===== config.mk =====
export PLATFORM = sky130hd
export DESIGN_NAME = software_timer_bank
export DESIGN_NICKNAME = d
export VERILOG_FILES = /design/src/sv/stb_pkg.sv /design/src/sv/software_timer_bank.sv /design/src/sv/stb_ctrl.sv /design/src/sv/stb_datapath.sv
export SDC_FILE = /design/constraint.sdc
export NUM_CORES = 2
export LEC_CHECK = 0
export ABC_AREA = 1
export BUFFER_PORTS_ARGS = -buffer_cell sky130_fd_sc_hd__buf_2
export CELL_PAD_IN_SITES_DETAIL_PLACEMENT = 1
export CELL_PAD_IN_SITES_GLOBAL_PLACEMENT = 1
export CORE_MARGIN = 2
export CORE_UTILIZATION = 46
export CTS_CLUSTER_SIZE = 8
export DETAILED_ROUTE_END_ITERATION = 16
export GPL_ROUTABILITY_DRIVEN = 0
export MAX_ROUTING_LAYER = met4
export PLACE_DENSITY = 0.79
export SLEW_MARGIN = 0
export SYNTH_ARGS = -nofsm -noshare
export SYNTH_HDL_FRONTEND = slang
export SYNTH_SLANG_ARGS = --single-unit

===== constraint.sdc =====
create_clock -name clock -period 3.3 [get_ports clock]
set_input_delay 0.165 -clock clock [delete_from_list [all_inputs] [get_ports clock]]
set_output_delay 0.165 -clock clock [all_outputs]
set_load 0.01 [all_outputs]

===== src/sv/stb_pkg.sv =====
// ----------------------------------------------------------------------------
// stb_pkg
// Shared types and constants for the timer bank: table size, field widths,
// operation and result codes, controller states and control/status bundles.
// ----------------------------------------------------------------------------
package stb_pkg;

   localparam int NUM_TIMERS = 32;
   localparam int IDX_W      = (NUM_TIMERS > 1) ? $clog2(NUM_TIMERS) : 1;
   localparam int CNT_W      = $clog2(NUM_TIMERS + 1);
   localparam int OP_W       = 3;
   localparam int SLOT_W     = 5;
   localparam int TICK_W     = 32;

   typedef enum logic [OP_W-1:0] {
      OP_SETUP = 3'd0,
      OP_START = 3'd1,
      OP_STOP  = 3'd2,
      OP_QUERY = 3'd3,
      OP_TICK  = 3'd4,
      OP_SCAN  = 3'd5
   } op_type;

   typedef enum logic [2:0] {
      K_GRANT  = 3'd0,
      K_FULL   = 3'd1,
      K_ACK    = 3'd2,
      K_QUERY  = 3'd3,
      K_EXPIRY = 3'd4,
      K_DONE   = 3'd5
   } kind_type;

   typedef enum logic [1:0] {
      ST_IDLE,
      ST_SCAN_READ,
      ST_SCAN_CHECK,
      ST_SCAN_DONE
   } state_type;

   typedef struct packed {
      logic exec_op;      // single-word operation taken from the request
      logic scan_start;   // rewind scan pointer
      logic scan_expire;  // expire current slot and emit a word
      logic scan_skip;    // move past current slot quietly
      logic scan_done;    // emit closing word of the scan
   } ctrl_cmd_type;

   typedef struct packed {
      logic out_free;
      logic scan_at_end;
      logic scan_hit;
   } dp_status_type;

endpackage


===== src/sv/software_timer_bank.sv =====
// ----------------------------------------------------------------------------
// software_timer_bank
// Table of one-shot timers on a shared wrapping tick counter, with setup,
// start, stop, query, tick and scan operations.
//
//   channel   ports        direction   words
//   request   req_*        in          one operation
//   response  rsp_*        out         one word, or one per expiry plus done
//
// A new request for setup, start, stop, query or tick is taken every cycle
// while the response side keeps up.
// A scan rewinds the pointer, then for each allocated slot does a registered
// deadline read, then the wrapping compare, and then the end-of-table read
// and the done word before the next request is taken.
// A stalled response holds the result register and holds back scan words.
// Reset clears the counter, allocation count and flag bits; deadlines are
// written by setup before any scan reads them, so no clearing pass.
// ----------------------------------------------------------------------------
module software_timer_bank import stb_pkg::*; (
   input  logic                 clock,
   input  logic                 reset,
   input  logic                 req_valid,
   output logic                 req_ready,
   input  logic [OP_W-1:0]      req_operation,
   input  logic [SLOT_W-1:0]    req_timer_index,
   input  logic signed [31:0]   req_run_length,
   input  logic                 req_wants_notify,
   output logic                 rsp_valid,
   input  logic                 rsp_ready,
   output logic [2:0]           rsp_kind,
   output logic [SLOT_W-1:0]    rsp_slot,
   output logic                 rsp_elapsed,
   output logic                 rsp_active,
   output logic                 rsp_notify,
   output logic                 rsp_last
);

   ctrl_cmd_type  cmd;
   dp_status_type status;

   stb_ctrl u_ctrl (
      .clock         (clock),
      .reset         (reset),
      .req_valid     (req_valid),
      .req_operation (req_operation),
      .req_ready     (req_ready),
      .status        (status),
      .cmd           (cmd)
   );

   stb_datapath u_datapath (
      .clock            (clock),
      .reset            (reset),
      .cmd              (cmd),
      .status           (status),
      .req_operation    (req_operation),
      .req_timer_index  (req_timer_index),
      .req_run_length   (req_run_length),
      .req_wants_notify (req_wants_notify),
      .rsp_valid        (rsp_valid),
      .rsp_ready        (rsp_ready),
      .rsp_kind         (rsp_kind),
      .rsp_slot         (rsp_slot),
      .rsp_elapsed      (rsp_elapsed),
      .rsp_active       (rsp_active),
      .rsp_notify       (rsp_notify),
      .rsp_last         (rsp_last)
   );

endmodule


===== src/sv/stb_ctrl.sv =====
// ----------------------------------------------------------------------------
// stb_ctrl
// Controller for the timer bank: accepts request words and sequences the scan
// over allocated slots, one memory read and one check per slot.
// ----------------------------------------------------------------------------
module stb_ctrl import stb_pkg::*; (
   input  logic                 clock,
   input  logic                 reset,
   input  logic                 req_valid,
   input  logic [OP_W-1:0]      req_operation,
   output logic                 req_ready,
   input  dp_status_type        status,
   output ctrl_cmd_type         cmd
);

   state_type state_ff;
   state_type state_in;

   always_ff @(posedge clock) begin
      if (reset) begin
         state_ff <= ST_IDLE;
      end else begin
         state_ff <= state_in;
      end
   end

   always_comb begin
      state_in  = state_ff;
      cmd       = '0;
      req_ready = 1'b0;
      unique case (state_ff)
         ST_IDLE: begin
            req_ready = status.out_free;
            if (req_valid && status.out_free) begin
               if (req_operation == OP_SCAN) begin
                  cmd.scan_start = 1'b1;
                  state_in       = ST_SCAN_READ;
               end else begin
                  cmd.exec_op = 1'b1;
               end
            end
         end
         ST_SCAN_READ: begin
            // deadline read of the current slot is issued here
            if (status.scan_at_end) begin
               state_in = ST_SCAN_DONE;
            end else begin
               state_in = ST_SCAN_CHECK;
            end
         end
         ST_SCAN_CHECK: begin
            if (!status.scan_hit) begin
               cmd.scan_skip = 1'b1;
               state_in      = ST_SCAN_READ;
            end else if (status.out_free) begin
               cmd.scan_expire = 1'b1;
               state_in        = ST_SCAN_READ;
            end
         end
         ST_SCAN_DONE: begin
            if (status.out_free) begin
               cmd.scan_done = 1'b1;
               state_in      = ST_IDLE;
            end
         end
         default: begin
            state_in = ST_IDLE;
         end
      endcase
   end

   a_ready_only_idle: assert property (@(posedge clock) disable iff (reset)
      req_ready |-> state_ff == ST_IDLE)
      else $error("request taken outside idle");

   a_scan_leaves_idle: assert property (@(posedge clock) disable iff (reset)
      cmd.scan_start |=> state_ff == ST_SCAN_READ)
      else $error("scan start did not enter scan");

   a_one_cmd: assert property (@(posedge clock) disable iff (reset)
      $onehot0(cmd))
      else $error("more than one command at once");

endmodule


===== src/sv/stb_datapath.sv =====
// ----------------------------------------------------------------------------
// stb_datapath
// Datapath for the timer bank: tick counter, allocation count, per-slot
// flag bits, deadline memory with registered read, scan pointer and the
// result register.
// ----------------------------------------------------------------------------
module stb_datapath import stb_pkg::*; (
   input  logic                 clock,
   input  logic                 reset,
   input  ctrl_cmd_type         cmd,
   output dp_status_type        status,
   input  logic [OP_W-1:0]      req_operation,
   input  logic [SLOT_W-1:0]    req_timer_index,
   input  logic signed [31:0]   req_run_length,
   input  logic                 req_wants_notify,
   output logic                 rsp_valid,
   input  logic                 rsp_ready,
   output logic [2:0]           rsp_kind,
   output logic [SLOT_W-1:0]    rsp_slot,
   output logic                 rsp_elapsed,
   output logic                 rsp_active,
   output logic                 rsp_notify,
   output logic                 rsp_last
);

   logic [TICK_W-1:0]     tick_count_ff, tick_count_in;
   logic [CNT_W-1:0]      slots_in_use_ff, slots_in_use_in;
   logic [NUM_TIMERS-1:0] active_bits_ff, active_bits_in;
   logic [NUM_TIMERS-1:0] elapsed_bits_ff, elapsed_bits_in;
   logic [NUM_TIMERS-1:0] notify_bits_ff, notify_bits_in;
   logic [CNT_W-1:0]      scan_idx_ff, scan_idx_in;
   logic [TICK_W-1:0]     deadline_rd_ff;

   logic [TICK_W-1:0]     deadline_mem [NUM_TIMERS];

   logic                  rsp_valid_ff, rsp_valid_in;
   logic [2:0]            rsp_kind_ff, rsp_kind_in;
   logic [SLOT_W-1:0]     rsp_slot_ff, rsp_slot_in;
   logic                  rsp_elapsed_ff, rsp_elapsed_in;
   logic                  rsp_active_ff, rsp_active_in;
   logic                  rsp_notify_ff, rsp_notify_in;
   logic                  rsp_last_ff, rsp_last_in;

   logic [IDX_W-1:0]      req_idx;
   logic [IDX_W-1:0]      scan_idx;
   logic [IDX_W-1:0]      alloc_idx;
   logic                  in_table;
   logic                  table_full;
   logic [TICK_W-1:0]     diff;
   logic                  load_out;
   logic                  mem_we;
   logic [IDX_W-1:0]      mem_waddr;
   logic [TICK_W-1:0]     mem_wdata;

   assign req_idx    = IDX_W'(req_timer_index);
   assign scan_idx   = scan_idx_ff[IDX_W-1:0];
   assign alloc_idx  = slots_in_use_ff[IDX_W-1:0];
   assign in_table   = 32'(req_timer_index) < 32'(NUM_TIMERS);
   assign table_full = slots_in_use_ff >= CNT_W'(NUM_TIMERS);
   // wrapping compare: deadline reached when counter minus deadline is not negative
   assign diff       = tick_count_ff - deadline_rd_ff;
   assign load_out   = cmd.exec_op | cmd.scan_expire | cmd.scan_done;

   assign status.out_free    = !rsp_valid_ff || rsp_ready;
   assign status.scan_at_end = scan_idx_ff >= slots_in_use_ff;
   assign status.scan_hit    = active_bits_ff[scan_idx] && !diff[TICK_W-1];

   // state update
   always_comb begin
      tick_count_in   = tick_count_ff;
      slots_in_use_in = slots_in_use_ff;
      active_bits_in  = active_bits_ff;
      elapsed_bits_in = elapsed_bits_ff;
      notify_bits_in  = notify_bits_ff;
      scan_idx_in     = scan_idx_ff;
      mem_we          = 1'b0;
      mem_waddr       = req_idx;
      mem_wdata       = tick_count_ff + TICK_W'(req_run_length);

      if (cmd.exec_op) begin
         unique case (req_operation)
            OP_SETUP: begin
               if (!table_full) begin
                  mem_we                     = 1'b1;
                  mem_waddr                  = alloc_idx;
                  mem_wdata                  = '0;
                  elapsed_bits_in[alloc_idx] = 1'b0;
                  active_bits_in[alloc_idx]  = 1'b0;
                  notify_bits_in[alloc_idx]  = req_wants_notify;
                  slots_in_use_in            = slots_in_use_ff + 1'b1;
               end
            end
            OP_START: begin
               if (in_table) begin
                  mem_we                   = 1'b1;
                  elapsed_bits_in[req_idx] = 1'b0;
                  active_bits_in[req_idx]  = 1'b1;
               end
            end
            OP_STOP: begin
               if (in_table) begin
                  active_bits_in[req_idx] = 1'b0;
               end
            end
            OP_TICK: begin
               tick_count_in = tick_count_ff + 1'b1;
            end
            default: begin
            end
         endcase
      end

      if (cmd.scan_start) begin
         scan_idx_in = '0;
      end
      if (cmd.scan_expire) begin
         elapsed_bits_in[scan_idx] = 1'b1;
         active_bits_in[scan_idx]  = 1'b0;
      end
      if (cmd.scan_expire || cmd.scan_skip) begin
         scan_idx_in = scan_idx_ff + 1'b1;
      end
   end

   // result word
   always_comb begin
      rsp_kind_in    = K_ACK;
      rsp_slot_in    = '0;
      rsp_elapsed_in = 1'b0;
      rsp_active_in  = 1'b0;
      rsp_notify_in  = 1'b0;
      rsp_last_in    = 1'b1;
      if (cmd.scan_expire) begin
         rsp_kind_in    = K_EXPIRY;
         rsp_slot_in    = SLOT_W'(scan_idx_ff);
         rsp_elapsed_in = 1'b1;
         rsp_notify_in  = notify_bits_ff[scan_idx];
         rsp_last_in    = 1'b0;
      end else if (cmd.scan_done) begin
         rsp_kind_in = K_DONE;
      end else begin
         unique case (req_operation)
            OP_SETUP: begin
               if (table_full) begin
                  rsp_kind_in = K_FULL;
               end else begin
                  rsp_kind_in = K_GRANT;
                  rsp_slot_in = SLOT_W'(slots_in_use_ff);
               end
            end
            OP_START, OP_STOP: begin
               rsp_slot_in = req_timer_index;
            end
            OP_QUERY: begin
               rsp_kind_in    = K_QUERY;
               rsp_slot_in    = req_timer_index;
               rsp_elapsed_in = in_table && elapsed_bits_ff[req_idx];
               rsp_active_in  = in_table && active_bits_ff[req_idx];
            end
            default: begin
            end
         endcase
      end
      if (load_out) begin
         rsp_valid_in = 1'b1;
      end else if (rsp_ready) begin
         rsp_valid_in = 1'b0;
      end else begin
         rsp_valid_in = rsp_valid_ff;
      end
   end

   always_ff @(posedge clock) begin
      if (reset) begin
         tick_count_ff   <= '0;
         slots_in_use_ff <= '0;
         active_bits_ff  <= '0;
         elapsed_bits_ff <= '0;
         notify_bits_ff  <= '0;
         scan_idx_ff     <= '0;
         rsp_valid_ff    <= 1'b0;
      end else begin
         tick_count_ff   <= tick_count_in;
         slots_in_use_ff <= slots_in_use_in;
         active_bits_ff  <= active_bits_in;
         elapsed_bits_ff <= elapsed_bits_in;
         notify_bits_ff  <= notify_bits_in;
         scan_idx_ff     <= scan_idx_in;
         rsp_valid_ff    <= rsp_valid_in;
      end
   end

   always_ff @(posedge clock) begin
      if (load_out) begin
         rsp_kind_ff    <= rsp_kind_in;
         rsp_slot_ff    <= rsp_slot_in;
         rsp_elapsed_ff <= rsp_elapsed_in;
         rsp_active_ff  <= rsp_active_in;
         rsp_notify_ff  <= rsp_notify_in;
         rsp_last_ff    <= rsp_last_in;
      end
   end

   // deadline store, one write and one registered read port
   always_ff @(posedge clock) begin
      if (mem_we) begin
         deadline_mem[mem_waddr] <= mem_wdata;
      end
      deadline_rd_ff <= deadline_mem[scan_idx];
   end

   assign rsp_valid   = rsp_valid_ff;
   assign rsp_kind    = rsp_kind_ff;
   assign rsp_slot    = rsp_slot_ff;
   assign rsp_elapsed = rsp_elapsed_ff;
   assign rsp_active  = rsp_active_ff;
   assign rsp_notify  = rsp_notify_ff;
   assign rsp_last    = rsp_last_ff;

   a_alloc_bound: assert property (@(posedge clock) disable iff (reset)
      slots_in_use_ff <= CNT_W'(NUM_TIMERS))
      else $error("allocation count beyond table");

   a_load_when_free: assert property (@(posedge clock) disable iff (reset)
      load_out |-> status.out_free)
      else $error("result register overwritten");

   a_expire_hit: assert property (@(posedge clock) disable iff (reset)
      cmd.scan_expire |-> status.scan_hit && !status.scan_at_end)
      else $error("expiry without a due active slot");

   a_expire_clears: assert property (@(posedge clock) disable iff (reset)
      cmd.scan_expire |=> !active_bits_ff[$past(scan_idx)])
      else $error("expired slot still active");

endmodule

==> flow_summary.toml <==
[grt]
grt_max_degree = 206
overflow = 0
grt_pass1_wl_microns = 284000
grt.total_usage = 0.3381
grt_pass1_vias = 43190
antenna_found_initial = 7

[drt]
via_per_inst = 6.430
first_iter_violations = 5729
drt_first_pass_iters = 5
drt_wl_total_microns = 194000
drc = 0
antenna_left = 0
wl_per_cell_microns = 29.46
via_count = 42350

[floorplanning]
pin_count = 59
start_util = 0.4644
die_h_microns = 341.2
core-area_sq_um = 112700
rows = 123
die-area_sq_um = 116400
dieWidth_microns = 341.2

[sta]
setup_tns_ps = 0
hold_viol = 0
period_minus_slack_ps = 3278
setup_viol = 0
relSlewSlack = 0.2316
timing.fmax_ghz = 0.3051
slew_viol_final = 0
grt_setup_unrepaired = "true"
tightest_slew_ps = 1153
post-route-period-util = 0.9932
setup_ws_ps = 22.43
finalClockSkew_ps = 38.47

[clock_tree]
cts_tree = "built"
path_clk_slew_ps = 50
cts_made_buffers = 170
root_buffer = "clkbuf_16"
clock-sinks = 1211
worstSkewPairLatency_ps = 800
cts_max_level = 4
clock_path_buffers = 3

[worst_hold_path]
hp-class = "primary input to register"

[critical_path]
cp_common_cell = "buf_4"
cp_data_arrival_time_ps = 3720
critPathMaxFanout = 20
cp.buffers_inverters = 5
crit_type = "register to register"
critPathMaxStageDelay_ps = 370
startpoint_type = "register"
endpoint_kind = "register"
cp.required_ps = 3740
crit_chain = "nor2_1 -> nand2_1 -> nor2_2 -> nand2_2 -> clkinv_1 -> buf_4 -> o22ai_1 -> buf_4 -> inv_1 -> nand3_1 -> nor2_4 -> buf_4"
crit_family = "simple AND/OR/NAND/NOR gates"
cp_slowest_cell = "nand3_1"

[pwr]
p_per_area_nw_per_um2 = 571.2
leakagePower_nw = 21.33
vdd_ir_drop_max_mv = 0.5134
finalPower_mw = 34.81

[layout]
fin_util = 0.5410
area_growth_pct = 16.49
nFillCells = 11850
nets = 5099
drive_gt1_frac = 0.1084
layout_common_cells = "edfxtp_1 (1036), o21ai_0 (771), nor2_1 (704)"
final_common_cell = "edfxtp_1"

[yosys]
async_flop_share = 0
ys_ff_latch = 1211
syn_inst = 4816
synth_area_sq_um = 52310
synthesis.nets = 4938
synthDistinctLibCells = 50
ys_seq_area_frac = 0.6616
synth_area_per_cell_sq_um = 10.86
yosys_warnings = 0
synth_edf_count = 1036
ys.flop_type = "edfxtp_1"

[run]
maxCapViolCount = 0

[placed_design]
post-place-ws_ps = 21.18
io_buffers = 58
hpwlAfterDp_microns = 113300

[outcome]
status = "complete, no violations"
## what timing repair did
| item | 4_1_cts | 5_1_grt |
|---|---|---|
| resized for setup | 1 | 13 |
| endpoints found under the hold margin | 57 | 0 |
| setup endpoints to repair | 29 | 496 |
| buffers inserted | 0 | 6 |
| hold buffers | 6 | 0 |
| pin swaps | 0 | 2 |
## synth_stat cells (3+ instances only)
cell type | n | area [sq um]
edfxtp_1 | 1036 | 31110
o21ai_0 | 772 | 3864
nor2_1 | 751 | 2819
nand2_1 | 447 | 1678
inv_1 | 299 | 1122
o22ai_1 | 268 | 1677
a21oi_1 | 216 | 1081
clkbuf_1 | 207 | 777.0
dfxtp_1 | 175 | 3503
nand3_1 | 131 | 655.6
a221oi_1 | 76 | 665.6
ha_1 | 76 | 950.9
buf_2 | 55 | 275.3
a22o_1 | 47 | 411.6
nand4_1 | 33 | 206.5
nor3_1 | 31 | 155.2
o21ai_1 | 24 | 120.1
a22oi_1 | 18 | 135.1
o31ai_1 | 15 | 112.6
o21a_1 | 12 | 90.09
buf_1 | 10 | 37.54
o21bai_1 | 10 | 75.07
xor2_1 | 10 | 87.58
a31oi_1 | 9 | 56.30
inv_2 | 9 | 33.78
o211ai_1 | 9 | 67.56
xnor2_1 | 8 | 70.07
nor3_2 | 6 | 60.06
or2_2 | 6 | 37.54
buf_4 | 5 | 37.54
clkinv_1 | 5 | 18.77
nor4_1 | 5 | 31.28
a21o_1 | 4 | 30.03
nand2_2 | 4 | 25.02
nor2_2 | 3 | 18.77
nor3b_1 | 3 | 22.52
o221ai_1 | 3 | 26.28
## kinds of logic (layout without fill, tap and decap cells)
group | count (synthesis) | count (layout) | share of synthesized area
buffers and inverters | 591 | 857 | 0.04422
adders and majority gates | 77 | 77 | 0.01856
xor gates and xnor gates | 18 | 18 | 0.003014
DFF | 1211 | 1211 | 0.6616
and+or+nand+nor | 1427 | 1427 | 0.1104
other | 0 | 4 | 0
AOI/OAI and AO/OA | 1492 | 1492 | 0.1622
## per-layer routing
layer	vias to the layer above	track usage	wire, microns
met1	21220	0.4326	74100
met4	0	0.1770	11050
met3	632	0.06061	19440
met2	2704	0.5164	89440
li1	17790	-	-
met5	-	-	0
## sequential cells by signal, summed over array words and instances, names as in the netlist, 2 cells and up
| signal | flops |
|---|---|
| u_datapath.deadline_mem | 1024 |
| u_datapath.active_bits_ff | 32 |
| u_datapath.deadline_rd_ff | 32 |
| u_datapath.elapsed_bits_ff | 32 |
| u_datapath.notify_bits_ff | 32 |
| u_datapath.tick_count_ff | 32 |
| u_datapath.scan_idx_ff | 6 |
| u_datapath.slots_in_use_ff | 6 |
| u_datapath.rsp_slot | 5 |
| u_datapath.rsp_kind | 3 |
| u_ctrl.state_ff | 2 |
## power by group
part           switching (mW)  internal, mW
combinational            1.22         0.363
sequential             0.0354          16.7
clock                    6.81          9.63
total                    8.07          26.7
## layout make-up
cell class                      instances  area (sq um)  share of cell area
Clock inverter                         15         291.5            0.004784
Antenna cell                            4         10.01           0.0001642
Multi-Input combinational cell       3014         15770              0.2587
Inverter                              313          1190             0.01952
Sequential cell                      1211         34620              0.5681
Tap cell                             1500          1877             0.03080
Timing Repair Buffer                  267          2541             0.04170
Clock buffer                          262          4642             0.07617
## path summary, 6_finish.rpt
| check | startpoint | end | slack, ps | cells past startpoint |
|---|---|---|---|---|
| worst max-delay path | u_ctrl.state_ff[1]$_SDFFE_PP0P_ | u_datapath.deadline_mem[24][26]$_DFFE_PP_ | 20 | 12 |
| worst min-delay path | req_operation[0] | u_datapath.elapsed_bits_ff[16]$_SDFF_PP0_ | 50 | 6 |
| worst max register to register | u_ctrl.state_ff[1]$_SDFFE_PP0P_ | u_datapath.deadline_mem[24][26]$_DFFE_PP_ | 20 | 12 |
| worst min register to register | u_datapath.notify_bits_ff[0]$_SDFFE_PP0P_ | u_datapath.notify_bits_ff[0]$_SDFFE_PP0P_ | 460 | 2 |
## tightest hold or removal path, stage by stage
cell     delay, ps
buf_2          130
buf_4          180
nand2_1         70
a31oi_1        100
nand2_1         60
a21oi_1         50
## stage by stage
stage                     instance area, sq um  hold WS [ps]  cells
after floorplan                          52310         420.0   4816
after global placement                   55790         433.9   6291
after detailed placement                 55800         444.9   6292
after CTS                                60790         14.76   6575
after global routing                     60940         91.31   6586
final                                    60940         54.84   6586
No activity file was read; power rests on OpenSTA's default activity.
